## src/rtl/tsba_mul.sv

```systemverilog
// Shared signed multiplier with a registered product.
// No dependencies.
`timescale 1ns / 1ps
module tsba_mul #(
    parameter int A_W = 32,
    parameter int B_W = 22
) (
    input  logic                        clk,
    input  logic signed [A_W-1:0]       a,
    input  logic signed [B_W-1:0]       b,
    output logic signed [A_W+B_W-1:0]   prod
);

    always_ff @(posedge clk)
    begin
        prod <= a * b;
    end

endmodule

```

## config.mk

```make
export PLATFORM = sky130hd
export DESIGN_NAME = tsba_mul
export DESIGN_NICKNAME = d
export VERILOG_FILES = /design/src/rtl/tsba_mul.sv
export SDC_FILE = /design/constraint.sdc
export NUM_CORES = 2
export LEC_CHECK = 0
export BUFFER_PORTS_ARGS = -buffer_cell sky130_fd_sc_hd__buf_2
export CELL_PAD_IN_SITES_DETAIL_PLACEMENT = 1
export CELL_PAD_IN_SITES_GLOBAL_PLACEMENT = 1
export CORE_MARGIN = 4
export CORE_UTILIZATION = 35
export CTS_CLUSTER_SIZE = 16
export DETAILED_ROUTE_END_ITERATION = 6
export PLACE_DENSITY = 0.7
export SYNTH_ARGS = -nofsm -noshare
export SYNTH_HDL_FRONTEND = slang
export SYNTH_SLANG_ARGS = --single-unit
```

## constraint.sdc

```tcl
create_clock -name clk -period 14.1 [get_ports clk]
set_input_delay 0.705 -clock clk [delete_from_list [all_inputs] [get_ports clk]]
set_output_delay 0.705 -clock clk [all_outputs]
set_load 0.02 [all_outputs]
```

Yosys cells after proc, flatten, opt, wreduce, memory -nomap -nowiden
Index checks and enable logic that the tools add are counted.

Bits in registers: 54. Input port bits: 55.

Multipliers: 1.

Operators by type and width (number): $mul 32x22->54 (1).

Logic depth before layout (Yosys ltp)
Depth in word-level cells: 1. Depth in mapped cells: 25. Depth with buffers taken out: 24.

Worst setup path after synthesis
Ideal clock, no wire load.

Path type: input -> register. From: input port b[1]. To: register prod[51]. Library setup time: 0.129 ns. Path slack: 6.976 ns. Stages on the path: 23. Data arrival time: 6.994 ns. Cell sequence: clkbuf_1 -> nand2_1 -> inv_1 -> fa_1 -> fa_1 -> inv_1 -> fa_1 -> inv_1 -> fa_1 -> fa_1 -> inv_1 -> fa_1 -> fa_1 -> inv_1 -> ha_1 -> clkbuf_1 -> a21o_1 -> a221oi_1 -> o21bai_1 -> a21oi_1 -> o21bai_1 -> o41ai_1 -> a31oi_1.

Word-level cells in the longest chain between the ends: 1.

Ends and longest elaborated chain: start: declaration (RTL line 10) `input logic signed [B_W-1:0] b,`; $mul 32x22->54 (RTL line 16) `prod <= a * b;`; end signal: assignment (RTL line 16); end: declaration (RTL line 11) `output logic signed [A_W+B_W-1:0] prod`.

No other way between the ends.

Worst setup path after layout
From: input port b[7]. To: register prod[51].

Same word-level chain as after synthesis.

==> impl_results.md <==
* Run status: finished clean
* Setup TNS at 0 ns
* I/O Buffers at 108
* Worst slew pin tran at between 0.9 and 1 ns
* Ys flop type: dfxtp_1
* Hold path start: a[0]
* Hold Violations, Final at 0
* Largest net degree at the start of global routing at 33
* Final worst path period need at 7.656 ns
* Worst EP required at between 10 and 15 ns
* Mux contribution to synthesized area at 0.001594
* Tot GR Track Use at 0.1959
* CTS root buffer: clkbuf_16
* Total CTS buffers at 5
* Yosys reg bits at 54
* DP HPWL at about 61 mm
* Most common cell after layout, fill and taps aside: inv_1
* Max frequency at 130.6 MHz
* DRT Wirelength at between 70 and 80 mm
* Postcts setup bufs at 0
* RSZ-0062 raised after global routing: no
* Post-Syn Area at about 26000 µm²
* Post-Synthesis Net Count at 3718
* Max Cap Viol at 0
* Largest Register: prod
* Clock tree sinks at 54
* Initial antenna violation count at 2
* Synth Area in Compound Gates at 0.04681
* First-pass GRT wire length at 118.6 mm
* P&R area growth vs syn at 5.574%
* Drt first-iter violations at ~880
* Met3 wire len at 2.304 mm
* Clock Pin Slew Worst Setup and Hold Paths at roughly 0.080 ns
* Max-slew violation count at 0
* Cell variety after synth at 63
* Post-CTS sizing at 0
* DIE AREA at between 70000 and 80000 µm²
* Clk buf depth at 2
* Post-Synth XOR/XNOR Area at 0.01927
* CP endpoint kind: flop
* Hold slack at about 0.89 ns
* Wl on met1 at ~27 mm
* Die height at approximately 280 µm
* Total congestion overflow at 0
* YS warnings at 0
* GPL Wtd Cong at 0.8311
* Biggest registers after layout: prod x54
* Hold path depth at 2
* Worst min-delay path class: in2reg
* Final setup violating endpoints at 0
* Seq/Total Area, Yosys at 0.04174
* Layout cells sized above 1 at 0.05231
* Relative slew margins at 0.3361
* Syn Inst Count at 2807
* Crit share post-route at 0.5429
* Via-to-Cell Ratio at a little under 5
* Hold-fix buffers, CTS at 0
* Nets at ~3700
* DRC viols at 0
* Simple-gate share of the synthesized area at 0.1509
* Adder-Cell Fraction of Synth Area at 0.6167
* Mapped Avg Cell Area at 9.228 µm²
* Main combinational cell family by area after synthesis: adder cells
* Die width at about 280 µm
* CTS tree: built
* Core area at 73210 µm²
* Hold Path End: prod[0]
* Antenna-violating nets left at 0
* H-Tree Depth at 2
* Crit path DAT at 7.91 ns
* First-pass DRT Iterations at 5
* Startpoint types: input port
* Max reg flops at between 50 and 60
* Commonest non-fill, non-tap cells in the layout: 706 x inv_1, 701 x fa_1, 427 x nand2_1
* Drt wl/cell at just under 20 µm
* Crit-path max FO at 33
* CP Class: in2reg
* Number of flops mapped to enable cells by yosys at 0
* Rows at 99
* Vias in the first global route at about 22000
* Vias at around 19000
* Top Ports at 109
* Starting Density at 0.3538
* Uppermost routed layer: met5
* WL met2 at 39.52 mm
* Asr flop ratio synth at 0
* Filler instances at approximately 8600
per-layer routing:
layer / GRT usage / vias up
met3: 0.01964 / 188
met2: 0.3629 / 440
met1: 0.2236 / 9963
met5: 0 / -
li1: - / 8010
met4: 0.1023 / 2
how the worst max path moves through the flow:
stage / startpoint / endpoint / slack (ns) / depth (start not counted)
floorplan: b[1] / prod[51] / 6.98 / 23
global placement: b[1] / prod[51] / 6.31 / 24
detailed placement: b[1] / prod[51] / 6.12 / 24
CTS: b[7] / prod[51] / 6.42 / 22
global route: b[1] / prod[51] / 6.01 / 24
finish: b[7] / prod[51] / 6.44 / 22
worst max-delay path, stage by stage:
cell and delay [ns]:
buf_2 0.08, buf_4 0.38, nand2_1 0.24, fa_1 0.74, inv_1 0.15, fa_1 0.91
fa_1 0.55, fa_1 0.52, fa_1 0.49, inv_1 0.05, fa_1 0.45, fa_1 0.50
inv_1 0.05, ha_1 0.39, and3_1 0.25, a221oi_1 0.58, o21bai_1 0.12, a21oi_1 0.18
o21bai_1 0.11, mux2i_1 0.17, o41ai_1 0.09, a31oi_1 0.16
area by class of cell:
cell class / count / area, µm² / share of cell area
clock buffers: 5 / 125.1 / 0.004575
flip-flops and latches: 54 / 1081 / 0.03953
repair buffers: 118 / 615.6 / 0.02251
clock inverters: 3 / 28.78 / 0.001052
well taps: 959 / 1200 / 0.04388
inverters: 707 / 2654 / 0.09704
multi-input cells: 1904 / 21630 / 0.7911
diodes: 3 / 7.507 / 0.0002745
per-stage QoR:
step	util	cells	instance area, µm²	setup WS, ns
3_5_place_dp	0.3713	3742	27180	6.118
4_1_cts	0.3734	3750	27340	6.424
3_3_place_gp	0.3713	3742	27180	6.312
5_1_grt	0.3734	3750	27340	6.009
6_report	0.3735	3753	27350	6.444
2_1_floorplan	-	2807	25900	6.976
synth_stat cells, types with 2 or more instances:
master     instances  area (µm²)
xor2_1            15       131.4
and3_1             8       50.05
and2_1           281        1758
o311ai_1           2       17.52
o21bai_1           8       60.06
o2111ai_1          2       17.52
a221oi_1           3       26.28
a21boi_0           3       22.52
a211oi_2           3       37.54
nor2_1            52       195.2
o21ai_0           18       90.09
nor2b_1            6       37.54
nand4_1            7       43.79
a211oi_1           4       30.03
a21o_1            27       202.7
a211o_1            2       17.52
dfxtp_1           54        1081
a21bo_2            2       20.02
fa_1             701       14030
o21ai_2            3       26.28
a311oi_1           2       17.52
nand2b_1          11       68.82
o21a_1             8       60.06
nand2_1          427        1603
xnor2_1           42       367.9
buf_1              2       7.510
ha_1             155        1939
o31ai_1            3       22.52
clkbuf_1         140       525.5
a31oi_1            8       50.05
nand3_1            9       45.04
a21oi_1           46       230.2
a32oi_1            2       17.52
inv_1            706        2650
o211ai_1           8       60.06
nor3_1             6       30.03
mux2i_1            3       30.03
o211a_1            3       30.03
logic make-up after synthesis:
kind of cell / count (synthesis)
DFF: 54
muxes: 4
buffers and inverters: 849
AOI/OAI and AO/OA: 171
xor gates and xnor gates: 57
and+or+nand+nor: 816
adders and majority gates: 856
Power is not shown: default switching activity piles up to over one toggle a cycle in this logic, so the estimate is an artifact.
