[src/rtl/tsba_pkg.sv]
// Shared types, constants and tables for the tabular SARSA balance agent.
// No dependencies; used by tsba_quant, tsba_cfg, the top level and the testbench.
`timescale 1ns / 1ps
package tsba_pkg;

    localparam int NUM_ACTIONS_DEF  = 7;
    localparam int PITCH_BOUNDS_DEF = 9;
    localparam int RATE_BOUNDS_DEF  = 11;
    localparam int Q_WIDTH_DEF      = 32;

    localparam int PITCH_W  = 16;   // Q8.8 degrees
    localparam int FRAC_W   = 16;   // Q0.16 fractions
    localparam int RATE_W   = 22;   // 25 * 17-bit pitch change
    localparam int REWARD_W = 32;
    localparam int CFG_AW   = 5;

    // register indexes (paddr[4:2])
    localparam logic [2:0] REG_EXPLORE = 3'd0;
    localparam logic [2:0] REG_LEARN   = 3'd1;
    localparam logic [2:0] REG_DISC    = 3'd2;
    localparam logic [2:0] REG_UPPER   = 3'd3;
    localparam logic [2:0] REG_LOWER   = 3'd4;

    localparam logic [15:0]        EXPLORE_RST = 16'd39322;
    localparam logic [15:0]        LEARN_RST   = 16'd26214;
    localparam logic [15:0]        DISC_RST    = 16'd19661;
    localparam logic signed [15:0] UPPER_RST   = 16'sd1408;
    localparam logic signed [15:0] LOWER_RST   = -16'sd384;

    typedef struct packed {
        logic [15:0]        explore_rate;
        logic [15:0]        learn_rate;
        logic [15:0]        discount;
        logic signed [15:0] pitch_upper_limit;
        logic signed [15:0] pitch_lower_limit;
    } cfg_t;

    localparam logic signed [15:0] PITCH_EDGES [16] = '{
        -16'sd256, 16'sd0, 16'sd256, 16'sd384, 16'sd512, 16'sd640, 16'sd768,
        16'sd1024, 16'sd1280, 16'sd32767, 16'sd32767, 16'sd32767, 16'sd32767,
        16'sd32767, 16'sd32767, 16'sd32767};

    localparam logic signed [15:0] RATE_EDGES [16] = '{
        -16'sd1280, -16'sd1024, -16'sd768, -16'sd512, -16'sd256, 16'sd0,
        16'sd256, 16'sd512, 16'sd768, 16'sd1024, 16'sd1280, 16'sd32767,
        16'sd32767, 16'sd32767, 16'sd32767, 16'sd32767};

    localparam logic signed [6:0] FORCE_TABLE [16] = '{
        -7'sd53, -7'sd26, -7'sd13, 7'sd0, 7'sd13, 7'sd26, 7'sd53, 7'sd0,
        7'sd0, 7'sd0, 7'sd0, 7'sd0, 7'sd0, 7'sd0, 7'sd0, 7'sd0};

endpackage

[src/rtl/tsba_quant.sv]
// Pitch and rate quantizer: bins both values and forms the state index.
// Depends on tsba_pkg (threshold tables).
`timescale 1ns / 1ps
module tsba_quant
    import tsba_pkg::*;
#(
    parameter int PITCH_BOUNDS = PITCH_BOUNDS_DEF,
    parameter int RATE_BOUNDS  = RATE_BOUNDS_DEF,
    localparam int SW = $clog2((PITCH_BOUNDS + 1) * (RATE_BOUNDS + 1))
) (
    input  logic signed [PITCH_W-1:0] pitch,
    input  logic signed [RATE_W-1:0]  rate,
    output logic [SW-1:0]             state_idx
);

    localparam int PBW = $clog2(PITCH_BOUNDS + 1);
    localparam int RBW = $clog2(RATE_BOUNDS + 1);

    logic [PBW-1:0]           pbin;
    logic [RBW-1:0]           rbin;
    logic signed [RATE_W-1:0] rate_c;

    // thresholds are sorted, so the first edge >= value is the count of edges below it
    always_comb
    begin
        pbin = '0;
        rbin = '0;
        // rate is clipped to the 16-bit top before binning
        rate_c = (rate > RATE_W'(16'sd32767)) ? RATE_W'(16'sd32767) : rate;
        for (int k = 0; k < PITCH_BOUNDS; k++)
        begin
            if (pitch > PITCH_EDGES[k])
            begin
                pbin = pbin + PBW'(1);
            end
        end
        for (int k = 0; k < RATE_BOUNDS; k++)
        begin
            if (rate_c > RATE_W'(RATE_EDGES[k]))
            begin
                rbin = rbin + RBW'(1);
            end
        end
        state_idx = SW'(rbin) + SW'(SW'(pbin) * SW'(RATE_BOUNDS + 1));
    end

endmodule

[config.mk]
export PLATFORM = sky130hd
export DESIGN_NAME = tsba_quant
export DESIGN_NICKNAME = d
export VERILOG_FILES = /design/src/rtl/tsba_pkg.sv /design/src/rtl/tsba_quant.sv
export SDC_FILE = /design/constraint.sdc
export NUM_CORES = 1
export LEC_CHECK = 0
export BUFFER_PORTS_ARGS = -buffer_cell sky130_fd_sc_hd__buf_2
export CAP_MARGIN = 0
export CORE_ASPECT_RATIO = 1.1
export CORE_MARGIN = 2
export CORE_UTILIZATION = 25
export DETAILED_ROUTE_END_ITERATION = 12
export PLACE_DENSITY_LB_ADDON = 0.12
export SETUP_SLACK_MARGIN = 0.1
export SLEW_MARGIN = 20
export SYNTH_ARGS = -nofsm -noshare
export SYNTH_HDL_FRONTEND = slang
export SYNTH_SLANG_ARGS = --single-unit
[constraint.sdc]
create_clock -name vclk -period 23.3
set_input_delay 3.495 -clock vclk [all_inputs]
set_output_delay 3.495 -clock vclk [all_outputs]
set_load 0.1 [all_outputs]
* Word level (Yosys, flattened, before mapping)
Index checks and enable logic that the tools add are counted.
** Word-level totals
- Flip-flop bits (word level) :: 0
- Bits of input ports :: 38
** Cells by class
- Add/subtract/negate cells :: 19
- Multiply operators :: 1
- Order comparisons :: 21
- Muxes and demuxes :: 21
** Operator list (count)
- > comparator 22 x 11 -> 1 bit (second input constant) :: 4
- adder 4 x 1 -> 4 bit (second input constant) :: 18
- 2-to-1 mux 4 bit :: 18
- > comparator 22 x 12 -> 1 bit (second input constant) :: 3
- > comparator 16 x 11 -> 1 bit (second input constant) :: 3
- > comparator 22 x 10 -> 1 bit (second input constant) :: 2
- > comparator 16 x 10 -> 1 bit (second input constant) :: 2
- > comparator 16 x 12 -> 1 bit (second input constant) :: 2
- > comparator 22 x 1 -> 1 bit (second input constant) :: 1
- > comparator 22 x 16 -> 1 bit (second input constant) :: 1
- > comparator 22 x 9 -> 1 bit (second input constant) :: 1
- 2-to-1 mux 22 bit :: 1
- > comparator 16 x 1 -> 1 bit (second input constant) :: 1
- > comparator 16 x 9 -> 1 bit (second input constant) :: 1
- adder 4 x 7 -> 7 bit :: 1
- multiplier 4 x 2 -> 5 bit (second input constant) :: 1
- 2-to-1 mux 1 bit :: 2

* Depth between registers and ports, before layout
- Depth in word-level cells :: 25
- Gate-level depth with buffers :: 39
- Gate-level depth less buffers :: 37

* Worst setup path before layout
OpenSTA, ideal clock, no wires.
- Path type :: input -> output
- Start :: in rate[6]
- End :: out state_idx[6]
- Arrival :: 11668 ps
- Data required time :: 19805 ps
- Slack :: 8137 ps
- Stages on the path :: 37
- Cell sequence :: nor4_2 > nand3_1 > a21oi_1 > inv_1 > ha_1 > clkbuf_1 > nor2_1 > and4_1 > a311oi_1 > nand2_1 > inv_1 > ha_1 > o22ai_1 > mux2i_1 > and2_1 > ha_1 > inv_1 > nor2_1 > a31oi_1 > xnor2_1 > o221ai_1 > mux2_2 > ha_1 > xnor2_1 > nand2b_1 > o221a_2 > ha_1 > nand2_1 > xor2_1 > xnor2_1 > ha_1 > inv_1 > fa_1 > nor3_1 > a221oi_1 > o21ai_0 > xor2_1
** Between the ends
- Longest elaborated chain between the ends :: 25
- Elaborated cells on any way between the ends :: 35
- Those cells by class :: 11 x add/sub; 12 x order compare; 12 x mux
** RTL lines
- start: declaration :: line tsba_quant.sv:12 : input logic signed [RATE_W-1:0] rate,
- > comparator 22 x 16 -> 1 bit :: line tsba_quant.sv:29 : rate_c = (rate > RATE_W'(16'sd32767)) ? RATE_W'(16'sd32767) : rate;
- 2-to-1 mux 22 bit (*) :: line tsba_quant.sv:29
- > comparator 22 x 12 -> 1 bit :: line tsba_quant.sv:39 : if (rate_c > RATE_W'(RATE_EDGES[k]))
- 2-to-1 mux 1 bit :: line tsba_quant.sv:39
- adder 4 x 1 -> 4 bit :: line tsba_quant.sv:41 : rbin = rbin + RBW'(1);
- 2-to-1 mux 4 bit :: line tsba_quant.sv:39
- adder 4 x 1 -> 4 bit :: line tsba_quant.sv:41
- 2-to-1 mux 4 bit :: line tsba_quant.sv:39
- [... 9 more ...]
- 2-to-1 mux 4 bit :: line tsba_quant.sv:39
- adder 4 x 1 -> 4 bit :: line tsba_quant.sv:41
- 2-to-1 mux 4 bit :: line tsba_quant.sv:39
- adder 4 x 1 -> 4 bit :: line tsba_quant.sv:41
- 2-to-1 mux 4 bit :: line tsba_quant.sv:39
- adder 4 x 1 -> 4 bit :: line tsba_quant.sv:41
- 2-to-1 mux 4 bit (*) :: line tsba_quant.sv:39
- adder 4 x 7 -> 7 bit (*) :: line tsba_quant.sv:44 : state_idx = SW'(rbin) + SW'(SW'(pbin) * SW'(RATE_BOUNDS + 1));
- end: declaration :: line tsba_quant.sv:13 : output logic [SW-1:0] state_idx
Mark *: on every way between the ends. The rest lies on a longest branch, timed or not.

* Final worst setup path
Same ends and word-level chain as after synthesis.

==> results.sh <==
export IMPL_synth_net_count=395
export IMPL_sw_frac_of_total=0.745
export IMPL_fin_crit_ps=15390
export IMPL_avgSynthCellArea_sq_um=7.00
export IMPL_cts_setup_buffers=0
export IMPL_path_buf_inv=6
export IMPL_synthCells=333
export IMPL_nClkBuffers=0
export IMPL_core_sq_mm=0.00896
export IMPL_yosys_warnings=0
export IMPL_antenna_found_initial=0
export IMPL_final_max_slew_viol_count=0
export IMPL_endpoint="state_idx[6]"
export IMPL_overflow=0
export IMPL_first_global_vias=2395
export IMPL_p_int_w=0.0000783
export IMPL_finalHoldViolCount=0
export IMPL_path_max_fanout=10
export IMPL_slew_headroom=0.448
export IMPL_layout_commonest_cell="buf_2"
export IMPL_avgRoutedWirePerCell_microns=14.0
export IMPL_setup_viol=0
export IMPL_io_buffer_count=45
export IMPL_worstSetupPathType="input port to primary output"
export IMPL_ys_seq_area_frac=0
export IMPL_startpoint="rate[6]"
export IMPL_power_leakage_nw=1.08
export IMPL_crit_arrival_ps=11900
export IMPL_slowest_delay_ps=730
export IMPL_drtAntennaViolNets=0
export IMPL_tns_ps=0
export IMPL_p_switching_w=0.000228
export IMPL_powerDensity_mw_per_mm2=115
export IMPL_crit_top_cell="ha_1"
export IMPL_synthesis_area_sq_mm=0.00233
export IMPL_seqPwrFrac=0
export IMPL_post_route_worst_setup_slack_ps=7910
export IMPL_holdWs_ps=7840
export IMPL_end_kind="primary output"
export IMPL_clkPwrFrac=0
export IMPL_cts_hold_buffers=0
export IMPL_place_area_sq_mm=0.00265
export IMPL_rsz0062_at_grt="no"
export IMPL_stdcell_count=479
export IMPL_drt_iter0_drc=142
export IMPL_dpl_cell_count=479
export IMPL_viasPerCell=5.36
export IMPL_maxCapViolCount=0
export IMPL_syn2layout_area_growth_pct=13.8
export IMPL_status="finished, final reports clean"
export IMPL_initial_core_util=0.260
export IMPL_gp_congestion=0.868
export IMPL_worst_setup_path_start_kind="input port"
export IMPL_dp_slack_ps=7960
export IMPL_final_cell_mix="45 x buf_2, 29 x nand2_1, 28 x a21oi_1, 27 x xnor2_1, 25 x inv_1"
export IMPL_grt_use_total=0.132
export IMPL_drc=0
export IMPL_regArea_sq_um=0
export IMPL_tightest_slew_ps=821
export IMPL_design_area_sq_mm=0.00265
export IMPL_crit_required_ps=19810
export IMPL_peakVddDrop_v=0.000166
export IMPL_routed_wl_mm=6.73
export IMPL_ctsResizeCount=0
export IMPL_design_seq_count=0
export IMPL_dpl_hpwl_mm=5.56
export IMPL_crit_path_top_delay_cell="nor4_2"
export IMPL_io_pins=45
export IMPL_die_h_microns=105
export IMPL_rows=36
export IMPL_drive_gt1_frac=0.186
export IMPL_fin_nets=429
export IMPL_diodes=0
export IMPL_min_path_type="input port to primary output"
export IMPL_fin_crit_sh=0.661
export IMPL_grt_pass1_wl_mm=11.2
export IMPL_fmax_mhz=65.0
export IMPL_hold_path_depth=6
export IMPL_die_w_microns=96.1
export IMPL_critPathTopFamily="simple AND/OR/NAND/NOR gates"
export IMPL_power_frac_comb=1.000
export IMPL_synth_distinct_cells=67
export IMPL_drt_pass1_iterations=4
export IMPL_grt_max_degree=21
export IMPL_vias=2568
export IMPL_fp_dieArea_sq_mm=0.0101
export IMPL_critical_path_depth=38
-- power groups by stage --
stage          Sequential (W)  Clock, W  Combinational (W)
2_1_floorplan               0         0           0.000262
3_3_place_gp                0         0           0.000308
3_5_place_dp                0         0           0.000308
4_1_cts                     0         0           0.000310
5_1_grt                     0         0           0.000331
6_report                    0         0           0.000306
-- cells in the mapped netlist, types with 3 or more instances --
| cell type | n | share of area |
|---|---|---|
| ha_1 | 22 | 0.12 |
| nor3b_1 | 3 | 0.0097 |
| o211ai_1 | 3 | 0.0097 |
| nand2b_1 | 4 | 0.011 |
| mux2i_1 | 3 | 0.013 |
| mux2_2 | 7 | 0.034 |
| nor2_1 | 14 | 0.023 |
| nand2_1 | 29 | 0.047 |
| a21oi_1 | 28 | 0.060 |
| nor2b_1 | 5 | 0.013 |
| xor2_1 | 8 | 0.030 |
| nor4_2 | 3 | 0.016 |
| nor4_1 | 4 | 0.011 |
| nand4_1 | 4 | 0.011 |
| o21ai_0 | 18 | 0.039 |
| xnor2_1 | 27 | 0.10 |
| and4_1 | 4 | 0.015 |
| o31ai_1 | 5 | 0.016 |
| and2_1 | 3 | 0.0080 |
| a211oi_1 | 4 | 0.013 |
| nand3_1 | 16 | 0.034 |
| a31oi_1 | 3 | 0.0080 |
| o22ai_1 | 3 | 0.0080 |
| or3_1 | 4 | 0.011 |
| nor3_1 | 13 | 0.028 |
| clkbuf_1 | 12 | 0.019 |
| a311oi_1 | 3 | 0.011 |
| or4_1 | 6 | 0.019 |
| inv_1 | 25 | 0.040 |
| a21o_1 | 4 | 0.013 |
-- kinds of logic (layout without fill, tap and decap cells) --
group | count (synthesis) | count (layout) | share of synthesized area
fa+ha+maj | 24 | 24 | 0.135
xor+xnor | 41 | 41 | 0.185
buf+inv | 39 | 71 | 0.0633
compound gates | 95 | 95 | 0.269
mux | 10 | 10 | 0.0467
simple gates | 124 | 124 | 0.301
-- stage by stage --
| step | utilization | total power (W) |
|---|---|---|
| 6_report | 0.296 | 0.000306 |
| 5_1_grt | 0.296 | 0.000331 |
| 4_1_cts | 0.296 | 0.000310 |
| 3_5_place_dp | 0.296 | 0.000308 |
| 3_3_place_gp | 0.296 | 0.000308 |
| 2_1_floorplan | - | 0.000262 |
-- layout make-up --
| class | instances | area [sq um] |
|---|---|---|
| inverter | 25 | 93.8 |
| tap | 114 | 143 |
| multi-input combinational | 294 | 2180 |
| timing repair buffer | 46 | 233 |
| fill | 991 | 6310 |
-- how the worst min path moves through the flow --
stage	start	to	slack, ps
after floorplan	rate[10]	state_idx[0]	7630
after global routing	rate[10]	state_idx[0]	7910
final	rate[10]	state_idx[0]	7840
after CTS	rate[10]	state_idx[0]	7830
after detailed placement	rate[10]	state_idx[0]	7840
after global placement	rate[10]	state_idx[0]	7830
-- per-layer routing --
layer  share of wire  track usage  vias up  wire length, microns
met5               0            0        -                     0
met1            0.49        0.193     1201                  3310
met3           0.037      0.00143        2                   251
met4          0.0012      0.00306        0                     8
met2            0.47        0.227       62                  3150
li1                -            -     1303                     -
No activity file was read; power rests on OpenSTA's default activity.
