==> src/rtl/tsba_pkg.sv <==
// Shared types, constants and tables for the tabular SARSA balance agent.
// No dependencies; used by tsba_quant, tsba_cfg, the top level and the testbench.
`timescale 1ns / 1ps
package tsba_pkg;

    localparam int NUM_ACTIONS_DEF  = 7;
    localparam int PITCH_BOUNDS_DEF = 9;
    localparam int RATE_BOUNDS_DEF  = 11;
    localparam int Q_WIDTH_DEF      = 32;

    localparam int PITCH_W  = 16;   // Q8.8 degrees
    localparam int FRAC_W   = 16;   // Q0.16 fractions
    localparam int RATE_W   = 22;   // 25 * 17-bit pitch change
    localparam int REWARD_W = 32;
    localparam int CFG_AW   = 5;

    // register indexes (paddr[4:2])
    localparam logic [2:0] REG_EXPLORE = 3'd0;
    localparam logic [2:0] REG_LEARN   = 3'd1;
    localparam logic [2:0] REG_DISC    = 3'd2;
    localparam logic [2:0] REG_UPPER   = 3'd3;
    localparam logic [2:0] REG_LOWER   = 3'd4;

    localparam logic [15:0]        EXPLORE_RST = 16'd39322;
    localparam logic [15:0]        LEARN_RST   = 16'd26214;
    localparam logic [15:0]        DISC_RST    = 16'd19661;
    localparam logic signed [15:0] UPPER_RST   = 16'sd1408;
    localparam logic signed [15:0] LOWER_RST   = -16'sd384;

    typedef struct packed {
        logic [15:0]        explore_rate;
        logic [15:0]        learn_rate;
        logic [15:0]        discount;
        logic signed [15:0] pitch_upper_limit;
        logic signed [15:0] pitch_lower_limit;
    } cfg_t;

    localparam logic signed [15:0] PITCH_EDGES [16] = '{
        -16'sd256, 16'sd0, 16'sd256, 16'sd384, 16'sd512, 16'sd640, 16'sd768,
        16'sd1024, 16'sd1280, 16'sd32767, 16'sd32767, 16'sd32767, 16'sd32767,
        16'sd32767, 16'sd32767, 16'sd32767};

    localparam logic signed [15:0] RATE_EDGES [16] = '{
        -16'sd1280, -16'sd1024, -16'sd768, -16'sd512, -16'sd256, 16'sd0,
        16'sd256, 16'sd512, 16'sd768, 16'sd1024, 16'sd1280, 16'sd32767,
        16'sd32767, 16'sd32767, 16'sd32767, 16'sd32767};

    localparam logic signed [6:0] FORCE_TABLE [16] = '{
        -7'sd53, -7'sd26, -7'sd13, 7'sd0, 7'sd13, 7'sd26, 7'sd53, 7'sd0,
        7'sd0, 7'sd0, 7'sd0, 7'sd0, 7'sd0, 7'sd0, 7'sd0, 7'sd0};

endpackage

==> src/rtl/tsba_cfg.sv <==
// APB register file for the agent's learning and limit settings.
// Depends on tsba_pkg (cfg_t, register indexes, reset values).
`timescale 1ns / 1ps
module tsba_cfg
    import tsba_pkg::*;
(
    input  logic              clk,
    input  logic              rst_n,
    input  logic              psel,
    input  logic              penable,
    input  logic              pwrite,
    input  logic [CFG_AW-1:0] paddr,
    input  logic [31:0]       pwdata,
    output logic [31:0]       prdata,
    output logic              pready,
    output cfg_t              cfg
);

    cfg_t       cfg_reg;
    logic [2:0] idx;
    logic       wr;

    assign idx    = paddr[CFG_AW-1:2];
    assign wr     = psel && penable && pwrite;
    assign pready = 1'b1;
    assign cfg    = cfg_reg;

    always_ff @(posedge clk or negedge rst_n)
    begin
        if (!rst_n)
        begin
            cfg_reg.explore_rate      <= EXPLORE_RST;
            cfg_reg.learn_rate        <= LEARN_RST;
            cfg_reg.discount          <= DISC_RST;
            cfg_reg.pitch_upper_limit <= UPPER_RST;
            cfg_reg.pitch_lower_limit <= LOWER_RST;
        end
        else if (wr)
        begin
            unique case (idx)
                REG_EXPLORE: cfg_reg.explore_rate      <= pwdata[15:0];
                REG_LEARN:   cfg_reg.learn_rate        <= pwdata[15:0];
                REG_DISC:    cfg_reg.discount          <= pwdata[15:0];
                REG_UPPER:   cfg_reg.pitch_upper_limit <= pwdata[15:0];
                REG_LOWER:   cfg_reg.pitch_lower_limit <= pwdata[15:0];
                default:     ;
            endcase
        end
    end

    always_comb
    begin
        unique case (idx)
            REG_EXPLORE: prdata = {16'd0, cfg_reg.explore_rate};
            REG_LEARN:   prdata = {16'd0, cfg_reg.learn_rate};
            REG_DISC:    prdata = {16'd0, cfg_reg.discount};
            REG_UPPER:   prdata = {16'd0, cfg_reg.pitch_upper_limit};
            REG_LOWER:   prdata = {16'd0, cfg_reg.pitch_lower_limit};
            default:     prdata = 32'd0;
        endcase
    end

endmodule

==> config.mk <==
export PLATFORM = sky130hd
export DESIGN_NAME = tsba_cfg
export DESIGN_NICKNAME = d
export VERILOG_FILES = /design/src/rtl/tsba_pkg.sv /design/src/rtl/tsba_cfg.sv
export SDC_FILE = /design/constraint.sdc
export NUM_CORES = 1
export LEC_CHECK = 0
export BUFFER_PORTS_ARGS = -buffer_cell sky130_fd_sc_hd__clkbuf_2
export CAP_MARGIN = 20
export CORE_ASPECT_RATIO = 0.75
export CORE_UTILIZATION = 30
export DETAILED_ROUTE_END_ITERATION = 7
export PLACE_DENSITY = 0.52
export RECOVER_POWER = 100
export SYNTH_ARGS = -nofsm -noshare
export SYNTH_HDL_FRONTEND = slang
export SYNTH_SLANG_ARGS = --single-unit
==> constraint.sdc <==
create_clock -name clk -period 1.44 [get_ports clk]
set_clock_uncertainty 0.2 [all_clocks]
set_input_delay 0.072 -clock clk [delete_from_list [all_inputs] [get_ports clk]]
set_output_delay 0.072 -clock clk [all_outputs]
set_load 0.1 [all_outputs]
# Yosys cells after proc, flatten, opt, wreduce, memory -nomap -nowiden
# Cells that the tools add are included.
# totals
wordCells	18
register_bits	80
output_inout_bits	113
input_bits	42
# classes
reduce_logical	8
n_mux	1
eq_ne	4
# ops
op	count
16-bit one-hot mux with 5 select lines	1
2-bit AND reduction	5
3-bit by 2-bit equality test with 1-bit output (second input constant)	2
3-bit by 1-bit equality test with 1-bit output (second input constant)	1
3-bit equality test (second input constant)	1
3-bit zero test	1
1-bit logical AND	2

# Logic depth before layout (Yosys ltp)
# Gate-level depths: netlist of the first run.
# logic_depth
ltp_word	3
ltp_mapped	5
mapped_depth_nobuf	3

# Worst setup path before layout of the first run
# OpenSTA, ideal clock, no wires.
# synth_path
path_type	flip-flop to output port
startpoint	register cfg_reg (netlist bit cfg[48])
endpoint	output port prdata[0]
n_path_buf	0
t_required_ns	1.168
path_slack_ns	-2.089
stages_incl_launch_ff	3
t_arrival_ns	3.257
cell_sequence	dfrtp_1 a22oi_1 o21ai_0
# synth_via
elab_chain_len	1
# synth_rtl
item	line	source
start: declaration	tsba_cfg.sv:19	cfg_t cfg_reg;
16-bit one-hot mux with 5 select lines	tsba_cfg.sv:53	unique case (idx)
end: declaration	tsba_cfg.sv:14	output logic [31:0] prdata,
# Every way passes these cells.

# Worst setup path after layout of the first run
# layout_path
startpoint	register cfg_reg (netlist bit cfg[7])
endpoint	output port prdata[7]
# The elaborated chain is that of the path after synthesis.

==> qor.txt, run 1 <==
Initial antenna violation count = 0
Largest net degree at the start of global routing = 81
Maxcap violations = 0
Die W = 133 um
# rows = 35
Post-layout min period = 1.82 ns
CTS Buf Count = 9
TNS Setup = -5.75 ns
Switch Pwr = 6320 uW
Final antenna-violating net count = 0
Max FFs per register = 80
GRT overflow = 0
Pre-antenna DRT Iters = 4
Arrival @ worst endpoint = 1.55 ns
Sw Share = 47.8%
Internal power = 6890 uW
Vias = 3065
Post-synthesis cell area = 3890 um2
Critical path class = reg -> out
Die Height = 101 um
Fmax = 0.549 GHz
Global-route wire length before repair = 20200 um
Clk slew on worst S/H paths = 0.06 ns
CTS Buffer Depth = 2
Worst Path Required = 1.17 ns
Net count, final = 522
Maximum VDD drop = 0.00101 V
Post-synth EDFFs = 0
DR iter-0 viols = 59
Clock latency on the worst-skew pair = 0.33 ns
RSZ-0062 raised after global routing = true
Leak pwr = 0.00309 uW
Failing checks = negative setup slack
Worst Tran Pin Value = 0.764 ns
Core outline area = 12400 um2
# DRC = 0
CP endpoint kind = output pin
# H-tree levels = 3
Routed len/inst = 19.6 um
PD cells = 1830 nW/um2
Final Power = 13200 uW
Fin crit share = 126%
Vias per cell = 4.71
Sink Count = 80
Hold Violations, Final = 0
FFs w/ async S/R, synth = 100%
Clock share of power = 17.9%
Starting Density = 31.2%
Worst-path fanout max = 2
Layout cells sized above 1 = 89.1%
CTS root buf = clkbuf_16
Worst setup slack after layout = -0.381 ns
Sequential share of the synthesized area = 52.6%
Startpoint Class = register
# IOs = 155
Area of the die = 13400 um2
Reg power frac = 25.9%
Comb power frac = 56.2%
Gpl congestion = 0.783
Hold WC Path Type = in -> reg
Fill cells = 1032
DRT Wirelength = 12700 um
Place WS = -0.241 ns
P&R area growth vs syn = 86.0%
# port buffers = 119
Post-synth cell types = 26
Tot GR Track Use = 20.3%
DP HPWL = 8950 um
Yosys warning count = 0
Status = finished with violations
Vias in the first global route = 3407
Ys flop type = dfrtp_1
Max-Slew Margin vs Limit = 49.1%
N_diodes = 0
Setup Viol. Count Final = 28
Synth Instances = 275
CTS tree = built
Mapped Avg Cell Area = 14.1 um2
Seq cells post-synth = 80
Fin. max-slew vios = 0
-- power groups by stage --
stage                     Sequential, uW  Combinational [uW]  Clock [uW]
after floorplan                     6660                1610           0
after global placement              3420                7340           0
after detailed placement            3440                7400           0
after CTS                           3430                7580        2430
after global routing                3490                7640        2520
final                               3430                7430        2370
-- metrics by stage --
stage               cell area [um2]  instances  utilization (%)  hold slack (ns)
global placement               6700        614             53.9          -0.0639
floorplan                      4440        290                -           -0.424
global route                   7230        651             58.1            0.229
finish                         7230        651             58.1            0.195
detailed placement             6700        614             53.9          -0.0626
CTS                            7370        650             59.2            0.125
-- cells by family (layout without fill, tap and decap cells) --
group                  after synthesis  after routing  share of synthesized area, %
AO/OA/AOI/OAI                       48             48                          8.79
buffers and inverters               36            231                          6.41
flip-flops                          80             80                          52.6
multiplexers                        96             96                          28.8
other                                2             17                         0.193
AND/OR/NAND/NOR                     13             13                          3.19
-- synth_stat cells, types with 6 or more instances --
cell type / number / area share [%]
o21ai_0: 15 / 1.9
dfstp_2: 35 / 24
clkbuf_1: 6 / 0.58
buf_4: 20 / 3.9
mux2_4: 10 / 3.9
buf_2: 6 / 0.77
a22oi_1: 15 / 2.9
dfrtp_1: 45 / 29
a32oi_1: 16 / 3.6
mux2_2: 86 / 25
-- cell type report --
cell class                      count  area [um2]  share of cell area, %
Multi-Input combinational cell    174        2130                   29.5
Clock buffer                       13         270                   3.74
Clock inverter                      3        40.0                  0.554
Tap cell                          166         208                   2.87
Sequential cell                    80        2210                   30.6
Inverter                            1        3.75                 0.0519
Timing Repair Buffer              214        2360                   32.7
-- routing by layer --
| layer | part of all wire, % | track usage (%) | up-vias |
|---|---|---|---|
| li1 | - | - | 1400 |
| met1 | 44 | 25.8 | 1566 |
| met2 | 50 | 34.9 | 91 |
| met3 | 5.3 | 5.63 | 8 |
| met4 | 0.64 | 4.11 | 0 |
| met5 | 0 | 0 | - |
-- worst max-delay path, stage by stage, from the launching register on --
cell and delay, ns:
dfstp_4 0.63, nand2_2 0.05, a2bb2oi_2 0.14, o21ai_4 0.19, buf_12 0.20
-- final timing paths --
path	from	endpoint	slack (ns)	depth (start not counted)
setup / recovery	cfg[7]$_DFFE_PN1P_	prdata[7]	-0.38	4
hold / removal	paddr[2]	cfg[44]$_DFFE_PN0P_	0.19	4
min in group asynchronous	rst_n	cfg[40]$_DFFE_PN0P_	0.24	3
hold reg to reg	cfg[0]$_DFFE_PN0P_	cfg[0]$_DFFE_PN0P_	0.34	1
setup reg to reg	cfg[62]$_DFFE_PN1P_	cfg[62]$_DFFE_PN1P_	0.20	3
max in group asynchronous	rst_n	cfg[4]$_DFFE_PN0P_	0.19	3
-- layout by cell type, fill, tap and decap left out, types with 9 or more instances in the layout --
master / netlist / layout
a22oi_2: 0 / 14
a32oi_2: 0 / 12
buf_12: 1 / 57
buf_4: 20 / 40
buf_6: 2 / 27
clkbuf_1: 6 / 12
clkbuf_16: 0 / 9
clkbuf_2: 0 / 28
clkbuf_4: 0 / 27
conb_1: 2 / 17
dfrtp_2: 0 / 34
dfrtp_4: 0 / 10
dfstp_2: 35 / 13
dfstp_4: 0 / 22
dlygate4sd3_1: 0 / 17
mux2_2: 86 / 68
mux2_4: 10 / 28
o21ai_4: 0 / 16
-- what timing repair did --
item	4_1_cts	5_1_grt
endpoints found under the hold margin	160	0
hold buffers	17	0
setup endpoints to repair	33	48
setup buffers	3	3
pin swaps	2	1
resized for setup	30	18
No activity file was read; power rests on OpenSTA's default activity.
==> run 2, diff against run 1 <==
--- a/config.mk
+++ b/config.mk
@@ -8,9 +8,9 @@
 export BUFFER_PORTS_ARGS = -buffer_cell sky130_fd_sc_hd__clkbuf_2
 export CAP_MARGIN = 20
 export CORE_ASPECT_RATIO = 0.75
-export CORE_UTILIZATION = 30
+export CORE_UTILIZATION = 49
 export DETAILED_ROUTE_END_ITERATION = 7
-export PLACE_DENSITY = 0.52
+export PLACE_DENSITY = 0.79
 export RECOVER_POWER = 100
 export SYNTH_ARGS = -nofsm -noshare
 export SYNTH_HDL_FRONTEND = slang
==> run 2 against run 1 <==
  * Synthesized cell count stayed put
  * Synthesized area did not move
  * The flow now stops in global routing
==> qor.txt, run 2 <==
Status = stopped before the end
Failed at = global routing
Stop err = [ERROR DPL-0038] Utilization greater than 100%, impossible to legalize
Ys flop type = dfrtp_1
# H-tree levels = 3
Largest net degree at the start of global routing = 81
Place WS = -0.304 ns
Sequential share of the synthesized area = 52.6%
CTS root buf = clkbuf_8
CTS Buffer Depth = 2
Die W = 105 um
Post-synth cell types = 26
Most frequent cell after synthesis = mux2_2
Area leader, netlist = dfrtp_1
Die Height = 79.1 um
# port buffers = 119
Post-synthesis cell area = 3890 um2
Sink Count = 80
Yosys warning count = 0
CTS Buf Count = 9
DP HPWL = 9520 um
FFs w/ async S/R, synth = 100%
# rows = 27
# IOs = 155
Seq cells post-synth = 80
Starting Density = 51.8%
Synth Instances = 275
Synth area leaders = dfrtp_1 (29%), mux2_2 (25%), dfstp_2 (24%)
Post-synth EDFFs = 0
Worst endpoint type = primary output
Worst EP post-GRT repair = prdata[8]
Synth cell count leaders = mux2_2 (86), dfrtp_1 (45), dfstp_2 (35)
Top-area cell type share of the netlist area = 29.0%
Mapped Avg Cell Area = 14.1 um2
Gpl congestion = 0.814
-- run 2: cell counts after synthesis --
No cell type changed its count.
-- run 2: stage by stage --
step,TNS [ns],area (um2),std cells
floorplan,-6.21,4440,290
global placement,-8.54,6570,546
detailed placement,-13.03,6570,546
CTS,-7.82,7190,586
-- run 2: what timing repair did --
item                                    4_1_cts
hold buffers                                 17
setup buffers                                 8
endpoints found under the setup margin       47
pin swaps                                     6
gates resized for setup                      41
hold endpoints to repair                    160
-- run 2: logic make-up after synthesis --
family / share of synthesized area [%]
buf+inv: 6.41
other cells: 0.193
compound gates: 8.79
mux: 28.8
simple gates: 3.19
flops: 52.6
==> run 3, diff against run 2 <==
--- a/config.mk
+++ b/config.mk
@@ -7,10 +7,9 @@
 export LEC_CHECK = 0
 export BUFFER_PORTS_ARGS = -buffer_cell sky130_fd_sc_hd__clkbuf_2
 export CAP_MARGIN = 20
-export CORE_ASPECT_RATIO = 0.75
-export CORE_UTILIZATION = 49
+export CORE_UTILIZATION = 40
 export DETAILED_ROUTE_END_ITERATION = 7
-export PLACE_DENSITY = 0.79
+export PLACE_DENSITY_LB_ADDON = 0.15
 export RECOVER_POWER = 100
 export SYNTH_ARGS = -nofsm -noshare
 export SYNTH_HDL_FRONTEND = slang
==> run 3 against run 2 <==
  * The flow now finishes, with violations (negative setup slack)
==> qor.txt, run 3 (synthesized netlist as in run 1, its figures left out) <==
# DRC = 0
GRT overflow = 0
Internal power = 6320 uW
Clock latency on the worst-skew pair = 0.35 ns
DR iter-0 viols = 106
Worst setup slack after layout = -0.434 ns
RSZ-0062 raised after global routing = true
Vias in the first global route = 3463
Fin crit share = 130%
DRT Wirelength = 12300 um
Final core utilization = 75.0%
Hold WC Path Type = in -> reg
Final antenna-violating net count = 0
Clk slew on worst S/H paths = 0.09 ns
PD cells = 1800 nW/um2
Place WS = -0.155 ns
Maxcap violations = 0
Switch Pwr = 6260 uW
Gpl congestion = 0.835
Hold Violations, Final = 0
Post-layout min period = 1.87 ns
Net count, final = 517
CP endpoint kind = output pin
Starting Density = 41.7%
N_diodes = 0
Inst Count DP = 572
Startpoint Class = register
Sink Count = 80
Crit-path slowest cell = dfrtp_4
P&R area growth vs syn = 80.0%
Max FFs per register = 80
Sw Share = 49.8%
Global-route wire length before repair = 19200 um
# rows = 35
Die W = 101 um
CTS Buffer Depth = 2
Fmax = 0.534 GHz
Arrival @ worst endpoint = 1.60 ns
# IOs = 155
Vias per cell = 5.10
Fin. max-slew vios = 0
Slowest stage delay, CP = 0.49 ns
Area of the die = 10100 um2
Most common cell after layout, fill and taps aside = mux2_2
Critical path class = reg -> out
Pre-antenna DRT Iters = 4
Core outline area = 9330 um2
Largest net degree at the start of global routing = 81
Worst Tran Pin Value = 0.724 ns
Final Power = 12600 uW
Reg power frac = 27.5%
DP HPWL = 8660 um
Critical-path cell list = mux2_2, a32oi_2, o21ai_4, buf_12
Vias = 3103
# H-tree levels = 3
Setup Viol. Count Final = 54
Most frequent cells in the layout = mux2_2 (66), buf_12 (59), buf_4 (51)
Comb power frac = 58.3%
Failing checks = negative setup slack
CTS tree = built
Maximum VDD drop = 0.000975 V
Die Height = 101 um
Layout cells sized above 1 = 88.1%
Register area = 2210 um2
Initial antenna violation count = 0
Multi-input gate area = 2070 um2
Fill cells = 615
Clock share of power = 14.2%
WHS = 0.180 ns
Routed len/inst = 20.3 um
CTS Buf Count = 9
Layout Cells excl Fill = 609
# port buffers = 119
Worst Path Required = 1.17 ns
Status = finished with violations
Worst-path fanout max = 2
Tot GR Track Use = 25.6%
Max-Slew Margin vs Limit = 51.7%
Leak pwr = 0.00300 uW
CTS root buf = clkbuf_8
[run 3: stage by stage]
step | area, um2 | setup TNS [ns]
after floorplan | 4440 | -6.21
after global placement | 6560 | -5.74
after detailed placement | 6560 | -8.24
after CTS | 7140 | -6.50
after global routing | 7000 | -9.99
final | 7000 | -6.77
[run 3: what timing repair did]
item	4_1_cts	5_1_grt
endpoints found under the setup margin	46	50
setup buffers	0	9
pin swaps	3	5
hold endpoints to repair	160	0
hold buffers	17	0
gates resized for setup	35	10
[run 3: power groups by stage]
stage / Clock, uW / Sequential [uW] / Combinational [uW]
3_3_place_gp: 0 / 3460 / 7210
3_5_place_dp: 0 / 3480 / 7280
2_1_floorplan: 0 / 6660 / 1610
5_1_grt: 1880 / 3530 / 7510
6_report: 1790 / 3460 / 7330
4_1_cts: 1810 / 3480 / 7450
[run 3: worst paths after layout]
kind | start | to | slack (ns) | cells after the start
max | cfg[40]$_DFFE_PN0P_ | prdata[8] | -0.43 | 4
min | penable | cfg[5]$_DFFE_PN0P_ | 0.18 | 5
max reg2reg | cfg[24]$_DFFE_PN1P_ | cfg[24]$_DFFE_PN1P_ | 0.20 | 3
min reg2reg | cfg[2]$_DFFE_PN0P_ | cfg[2]$_DFFE_PN0P_ | 0.35 | 1
max in group asynchronous | rst_n | cfg[56]$_DFFE_PN0P_ | 0.27 | 3
min in group asynchronous | rst_n | cfg[52]$_DFFE_PN0P_ | 0.19 | 3
[run 3: critical path, delay by kind of cell (launching register included)]
family / cells / cell delay (ns)
AOI/OAI and AO/OA: 2 / 0.31
buffers and inverters: 1 / 0.17
DFF: 1 / 0.49
muxes: 1 / 0.28
[run 3: final cells by class]
type                    instances  area share, %
repair buffers                209           33.4
clock inverters                 4          0.733
clock buffers                  12           2.36
multi-input cells             174           29.6
flip-flops and latches         80           31.5
inverters                       1         0.0536
well taps                     129           2.31
[run 3: metal layers]
| metal | wire length, um | track usage, % |
|---|---|---|
| met5 | 0 | 0 |
| met4 | 193 | 7.58 |
| met2 | 6520 | 45.6 |
| met3 | 624 | 6.03 |
| met1 | 5000 | 30.8 |
==> run 4, diff against run 3 <==
--- a/config.mk
+++ b/config.mk
@@ -7,7 +7,7 @@
 export LEC_CHECK = 0
 export BUFFER_PORTS_ARGS = -buffer_cell sky130_fd_sc_hd__clkbuf_2
 export CAP_MARGIN = 20
-export CORE_UTILIZATION = 40
+export CORE_UTILIZATION = 32
 export DETAILED_ROUTE_END_ITERATION = 7
 export PLACE_DENSITY_LB_ADDON = 0.15
 export RECOVER_POWER = 100
==> run 4 against run 3 <==
  * The run ends with design-rule violations, negative setup slack left
  * Setup slack gained 0.065 ns
  * Via count shrank 2.0%
  * Final area grew 0.39%
  * Wire length shrank 4.9%
  * Power grew 5.4%
  * Combinational power shrank 2%
  * Highest routed layer unchanged
==> qor.txt, run 4 (synthesized netlist as in run 1, its figures left out) <==
WHS = 0.232 ns
Failing checks = design-rule violations, negative setup slack
Post-layout min period = 1.81 ns
Max FFs per register = 80
Starting Density = 33.5%
P&R area growth vs syn = 80.7%
RSZ-0062 raised after global routing = true
Die Height = 112 um
Arrival @ worst endpoint = 1.54 ns
GRT overflow = 0
Status = finished with violations
Vias in the first global route = 3198
Clk slew on worst S/H paths = 0.06 ns
Setup Viol. Count Final = 71
Critical path class = reg -> out
Largest net degree at the start of global routing = 81
Leak pwr = 0.00302 uW
Routed len/inst = 18.8 um
Layout cells sized above 1 = 87.1%
Die W = 112 um
Hold Violations, Final = 0
Hold WC Path Type = in -> async
Global-route wire length before repair = 18400 um
Most common cell after layout, fill and taps aside = mux2_2
CTS tree = built
# IOs = 155
# DRC = 13
Max-Slew Margin vs Limit = 50.3%
Maxcap violations = 0
Pre-antenna DRT Iters = 6
CTS root buf = clkbuf_16
N_diodes = 0
CP endpoint kind = output pin
Area of the die = 12600 um2
PD cells = 1890 nW/um2
Net count, final = 518
DR iter-0 viols = 115
DRT Wirelength = 11700 um
# H-tree levels = 3
Core outline area = 11600 um2
TNS Setup = -8.96 ns
CTS Buf Count = 9
Clock latency on the worst-skew pair = 0.32 ns
Maximum VDD drop = 0.000894 V
Sink Count = 80
CTS Buffer Depth = 2
# rows = 39
Gpl congestion = 0.736
Initial antenna violation count = 0
Tot GR Track Use = 19.3%
Worst setup slack after layout = -0.369 ns
# port buffers = 119
Fin crit share = 126%
Final antenna-violating net count = 0
Worst Tran Pin Value = 0.745 ns
Fmax = 0.553 GHz
Fin. max-slew vios = 0
Vias per cell = 4.87
Worst-path fanout max = 2
Startpoint Class = register
Worst Path Required = 1.17 ns
Most frequent cells in the layout = mux2_2 (76), buf_12 (53), buf_4 (52)
DP HPWL = 8640 um
Vias = 3041
run 4: changes by cell type in the layout (fill, tap and decap cells not counted), sizes merged:
| cell | before | now |
|---|---|---|
| clkbuf | 71 | 73 |
| clkinvlp | 1 | 0 |
| bufinv | 1 | 3 |
| clkinv | 2 | 0 |
run 4: layout make-up:
cell class	count	area, um2
Sequential cell	80	2210
Inverter	1	3.75
Clock buffer	13	260
Multi-Input combinational cell	174	2000
Timing Repair Buffer	210	2290
Fill cell	905	4590
Clock inverter	3	90.1
Tap cell	143	179
run 4: timing repair:
| item | CTS | global route |
|---|---|---|
| setup buffers | 2 | 1 |
| setup endpoints to repair | 22 | 37 |
| gates resized for setup | 9 | 11 |
| hold buffers | 17 | 0 |
| pin swaps | 0 | 2 |
| endpoints found under the hold margin | 160 | 0 |
| gates cloned | 0 | 0 |
run 4: worst paths after layout:
| path | to | slack (ns) | cells past startpoint | from |
|---|---|---|---|---|
| worst min-delay path | cfg[27]$_DFFE_PN0P_ | 0.23 | 3 | rst_n |
| worst max-delay path | prdata[4] | -0.37 | 4 | cfg[36]$_DFFE_PN0P_ |
| min in group clk | cfg[8]$_DFFE_PN0P_ | 0.30 | 5 | penable |
| worst max register to register | cfg[7]$_DFFE_PN1P_ | 0.20 | 3 | cfg[7]$_DFFE_PN1P_ |
| worst min register to register | cfg[48]$_DFFE_PN0P_ | 0.34 | 1 | cfg[48]$_DFFE_PN0P_ |
| max in group asynchronous | cfg[19]$_DFFE_PN0P_ | 0.18 | 3 | rst_n |
run 4: stage by stage:
step                      util [%]  power (uW)  instance area [um2]  cells  worst slack, ns
final                         60.5       13300                 7020    624           -0.369
after global routing          60.5       13700                 7020    624           -0.423
after CTS                     61.5       13500                 7150    624           -0.383
after detailed placement      56.6       10700                 6570    589           -0.484
after global placement        56.6       10700                 6570    589           -0.465
after floorplan                  -        8270                 4440    290           -0.411
run 4: report_power, final:
group          internal [uW]  leakage (uW)  switching (uW)
sequential              2980      0.000899             422
clock                   1790      0.000170             866
combinational           2300       0.00195            4900
run 4: layer usage:
| layer | part of all wire [%] | vias up | track usage, % |
|---|---|---|---|
| li1 | - | 1401 | - |
| met3 | 5.4 | 11 | 4.81 |
| met5 | 0 | - | 0 |
| met4 | 1.1 | 0 | 4.27 |
| met1 | 44 | 1525 | 24.4 |
| met2 | 50 | 104 | 33.2 |
run 4: critical path, cell delays in order (launching register included):
cell     delay [ns]
dfrtp_4        0.47
mux2_2         0.27
a32oi_2        0.20
o21ai_4        0.10
buf_12         0.17
